## src/lbc_pkg.sv

```systemverilog
package lbc_pkg;

  localparam int COORD_BITS_DEF = 16;
  localparam int FRAC_BITS_DEF  = 16;
  localparam int OUT_BITS       = 24;

  localparam int RESET_LEFT   = 0;
  localparam int RESET_RIGHT  = 1023;
  localparam int RESET_TOP    = 0;
  localparam int RESET_BOTTOM = 1023;

  typedef enum logic [1:0] {
    REG_LEFT   = 2'd0,
    REG_RIGHT  = 2'd1,
    REG_TOP    = 2'd2,
    REG_BOTTOM = 2'd3
  } reg_idx_t;

  // per-edge outcome of the setup stage
  typedef struct packed {
    logic active;  // edge contributes a quotient
    logic enter;   // quotient is an entering ratio
    logic rej;     // edge alone rejects the segment
  } edge_flags_t;

endpackage

```

## src/lbc_point.sv

```systemverilog
// c*256 + round(d*u / 2^(FRAC_BITS-8)), saturated, or zero when vis is low; two register stages.
module lbc_point #(
  parameter int COORD_BITS = lbc_pkg::COORD_BITS_DEF,
  parameter int FRAC_BITS  = lbc_pkg::FRAC_BITS_DEF
) (
  input  logic                                clk,
  input  logic                                en,
  input  logic                                vis,
  input  logic signed [COORD_BITS-1:0]        c,
  input  logic signed [COORD_BITS:0]          d,
  input  logic        [FRAC_BITS:0]           u,
  output logic signed [lbc_pkg::OUT_BITS-1:0] coord_r
);

  localparam int OB = lbc_pkg::OUT_BITS;
  localparam int PW = COORD_BITS + FRAC_BITS + 3;
  localparam int VW = (PW + 1 > OB + 1) ? PW + 1 : OB + 1;
  localparam int S  = FRAC_BITS - 8;
  localparam logic signed [PW-1:0] RND = PW'((1 << S) >> 1);
  localparam logic signed [VW-1:0] HI  = VW'((1 << (OB - 1)) - 1);
  localparam logic signed [VW-1:0] LO  = -HI - VW'(1);

  logic signed [PW-1:0]         prod_r;
  logic signed [COORD_BITS-1:0] c_r;
  logic                         vis_r;
  logic signed [PW-1:0]         t;
  logic signed [VW-1:0]         v;
  logic signed [OB-1:0]         coord_nxt;

  always_ff @(posedge clk) begin
    if (en) begin
      prod_r <= PW'(d * $signed({1'b0, u}));
      c_r    <= c;
      vis_r  <= vis;
    end
  end

  always_comb begin
    t = prod_r + RND;
    v = (VW'(c_r) <<< 8) + VW'(t >>> S);
    if (!vis_r) begin
      coord_nxt = '0;
    end else if (v > HI) begin
      coord_nxt = HI[OB-1:0];
    end else if (v < LO) begin
      coord_nxt = LO[OB-1:0];
    end else begin
      coord_nxt = v[OB-1:0];
    end
  end

  always_ff @(posedge clk) begin
    if (en) begin
      coord_r <= coord_nxt;
    end
  end

endmodule

```

## config.mk

```make
export PLATFORM = sky130hd
export DESIGN_NAME = lbc_point
export DESIGN_NICKNAME = d
export VERILOG_FILES = /design/src/lbc_pkg.sv /design/src/lbc_point.sv
export SDC_FILE = /design/constraint.sdc
export NUM_CORES = 1
export LEC_CHECK = 0
export ABC_AREA = 1
export BUFFER_PORTS_ARGS = -buffer_cell sky130_fd_sc_hd__buf_2
export CORE_MARGIN = 3
export CORE_UTILIZATION = 54
export CTS_CLUSTER_SIZE = 8
export DETAILED_ROUTE_END_ITERATION = 10
export GPL_ROUTABILITY_DRIVEN = 0
export PLACE_DENSITY_LB_ADDON = 0.2
export SYNTH_ARGS = -nofsm -noshare
export SYNTH_HDL_FRONTEND = slang
export SYNTH_SLANG_ARGS = --single-unit
```

## constraint.sdc

```tcl
create_clock -name clk -period 16.6 [get_ports clk]
set_clock_uncertainty 0.15 [all_clocks]
set_input_delay 0.83 -clock clk [delete_from_list [all_inputs] [get_ports clk]]
set_output_delay 0.83 -clock clk [all_outputs]
set_load 0.05 [all_outputs]
```

==> results <==
- The cell type group with the largest total delay on the critical path is adder cells.
- By count the netlist is led by inv_1 (486), nand2_1 (450), fa_1 (224), ha_1 (144), nor2_1 (72).
- The overall via count from detail_route is 11161.
- The flip-flop and latch count after synthesis is 69.
- The global-route wire length before repair is 54800 um.
- The width of the die is 169 um.
- The core area is 26100 um2.
- After clock tree synthesis, the clock-pin slew on the worst setup and hold paths is 0.06 ns.
- The final layout contains routed wiring with a total length of 31800 um.
- The post-synthesis instance area is 14400 um2.
- The slowest stage of the critical path is the fa_1 cell.
- After detailed routing, the average wire length per cell comes to 14.6 um.
- The later pin in the worst-skew pair is clocked with a latency of 0.33 ns.
- The TritonCTS sink count is 69.
- The worst register-to-register path has a setup slack of 12.04 ns.
- TritonCTS built the clock tree.
- In this run the tightest slew margin relative to its limit is 0.328.
- The antenna cell count is 0.
- The yosys synthesis warning count is 0.
- After detailed routing, the number of vias per cell comes to 5.13.
- The number of buffer and inverter stages on the critical path is 5.
- Across every metal layer, demand over resource in global routing totals 0.233.
- The largest single stage delay on the critical path is 0.55 ns.
- The total number of placement rows is 59.
- Entering global routing, the biggest net connects 70 pins.
- The post-synthesis cell count is 1818.
- The detailed-route DRC error count is 0.
- The number of buffers created by CTS is 9.
- Global routing finished with a remaining overflow of 0.
- By area the synthesized netlist is led by fa_1 (31%), edfxtp_1 (14%), inv_1 (13%).
- The hold buffer count at cts is 0.
- The effective utilization at floorplan is 0.551.
- From bottom edge to top edge, the die measures 169 um.
- Counting stages on the worst path, the most repeated cell is fa_1.
- The overall die area is 28700 um2.
- The arrival time of the worst setup path is 6.49 ns.
- The number of cells on the worst reg-to-reg path is 21.
- The synthesized design contains 69 enable-type register cells.
- The share of the synthesized area in the top cell type is 0.311.
- The number of gates resized after cts is 0.
- The path with the worst hold slack has its endpoint at c_r[10].
- The flow ran to the end, and the final reports show no timing, DRC or antenna violations.
- The cell type with the largest total area after synthesis is fa_1.
- The signal on the critical path passes through buf_2, inv_1, or2_2, fa_1, fa_1, inv_1, fa_1, fa_1, fa_1, inv_1, fa_1, inv_1, ha_1, a21oi_1, a21boi_0, o21ai_0, nand2_1, o211ai_1, a21oi_1, xor2_1.
- Dividing the final minimum period by the clock period gives 0.395.
- The worst setup path is launched from an input port.
- The final HPWL from detailed placement is 26500 um.
- For the pin with the worst max-slew slack, the measured transition is 1.01 ns.
- Counting every net in the synthesized netlist gives 2239.
- The count of final hold-check violations is 0.
- Static timing analysis puts the maximum clock frequency at 152 MHz.
- The final setup violation count is 0.
- From synthesis to final layout, the design area changed by 5.70%.
- The number of global-route vias before repair is 11732.
- The number of buffers on the longest clock path is 2.
- The area of combinational cells with multiple inputs is 10200 um2.
- The path class of the lowest-slack min-delay path is in -> reg.
- The share of the yosys chip area belonging to registers is 0.144.
- The reg-to-reg endpoint is coord_r[4].
- In this run the worst path has a maximum fanout of 18.
- Setup repair after global routing left no endpoint under its margin.
- The critical path capture point type is a flop.
- In this run the remaining antenna-violating nets after routing total 0.
- The most frequently used flop master after synthesis is edfxtp_1.
- Buffers placed on the I/O ports in this run total 76.
- Counting the fill cells in the layout gives 2405.
- The startpoint of the lowest-slack register-to-register path is prod_r[8].
- In the synthesized netlist the async set-or-reset flop fraction comes to 0.
- Pin placement for this block handled 77 I/O pins.
- The data required time at the worst endpoint is 16.53 ns.
- The final critical path time including I/O delays and setup is 6.56 ns.
- The initial antenna violation count is 0.
- In the final timing run, aggregate negative setup slack is 0 ns.
- The average instance area after synthesis is 7.93 um2.
- The launch instance of the worst min-delay path is c[10].
- The max-cap violation count is 0.
- The final number of max-transition violations was 0.
- The critical path is of the in -> reg type.
- The library cell with the highest instance count after synthesis is inv_1.
- The number of different library cells used by synthesis comes to 44.
- The first TritonRoute pass finished after 7 iterations.
- The net total in the final layout is 2255.
- The H-tree depth is 3.
- The root buffer cell is clkbuf_16.
- Counting instances, the worst hold path has a depth of 1.
- Of the cells placed in the final design, the portion with a size suffix greater than 1 is 0.0783.
- The area of all sequential standard cells is 2070 um2.
- The iteration-0 DRC count of the detailed router is 684.
- After clock tree synthesis, the setup repair step added 0 buffers.
[placed cells by master (no fill, tap or decap), types with 25 or more instances in the layout]
master and count:
o21ai_0 25, nand3_1 35, fa_1 224, nand2_1 450
ha_1 144, xor2_1 41, nor2_1 72, edfxtp_1 69
buf_2 76, a21oi_1 65, inv_1 486
[through the flow]
step                      instance area (um2)  std cells   util  setup WS [ns]  hold WS, ns
after detailed placement                14900       2158  0.571           9.77        0.569
after CTS                               15200       2174  0.583          10.13        0.504
final                                   15200       2174  0.583          10.04        0.517
after floorplan                         14400       1818      -          10.25        0.430
after global placement                  14900       2158  0.571           9.96        0.563
after global routing                    15200       2174  0.583           9.81        0.507
[metal layers]
metal	GRT usage	vias to the layer above	share of wire
met5	0	-	0
met4	0.0637	0	0.023
met3	0.0296	56	0.054
met2	0.409	309	0.49
met1	0.308	5396	0.44
li1	-	5400	-
[registers in the layout, indices dropped and copies added (netlist names)]
register / cells
c_r: 16
coord_r: 24
prod_r: 28
vis_r: 1
[area by class of cell]
class | count | share of cell area
inverters | 490 | 0.121
clock inverters | 7 | 0.00591
multi-input cells | 1187 | 0.670
well taps | 335 | 0.0275
flip-flops and latches | 69 | 0.136
clock buffers | 9 | 0.0148
repair buffers | 77 | 0.0255
[worst max-delay path by stage]
stage / depth (start not counted) / to / start / slack [ns]
CTS: 20 / prod_r[33] / d[16] / 10.13
global placement: 20 / prod_r[33] / d[16] / 9.96
floorplan: 23 / prod_r[33] / u[5] / 10.25
global route: 19 / prod_r[33] / d[16] / 9.81
detailed placement: 20 / prod_r[33] / d[16] / 9.77
finish: 20 / prod_r[33] / d[16] / 10.04
[cell families after synthesis]
group / synth area share
AO/OA/AOI/OAI: 0.0554
flip-flops: 0.144
AND/OR/NAND/NOR: 0.178
buffers and inverters: 0.149
XOR/XNOR: 0.0377
adder cells (fa/ha/maj): 0.436
[worst register-to-register path: stages, from the launching register on]
cell and delay [ns]:
edfxtp_1 0.38, ha_1 0.19, nand2_1 0.07, nor2_2 0.16, nand2_1 0.14, inv_1 0.07, nand4_1 0.16, nor4_1 0.49
nand3_1 0.16, xor2_1 0.17, inv_1 0.05, ha_1 0.34, nand2_1 0.14, inv_1 0.08, a21oi_1 0.21, nor2_1 0.07
nor2_1 0.12, nand2_1 0.07, nand2_1 0.08, nand3_1 0.11, o21ai_4 0.66, a21oi_1 0.19
Power is left out: the tool's default activity adds up to more than one toggle a clock period on the data nets, which glitch-free logic cannot reach.
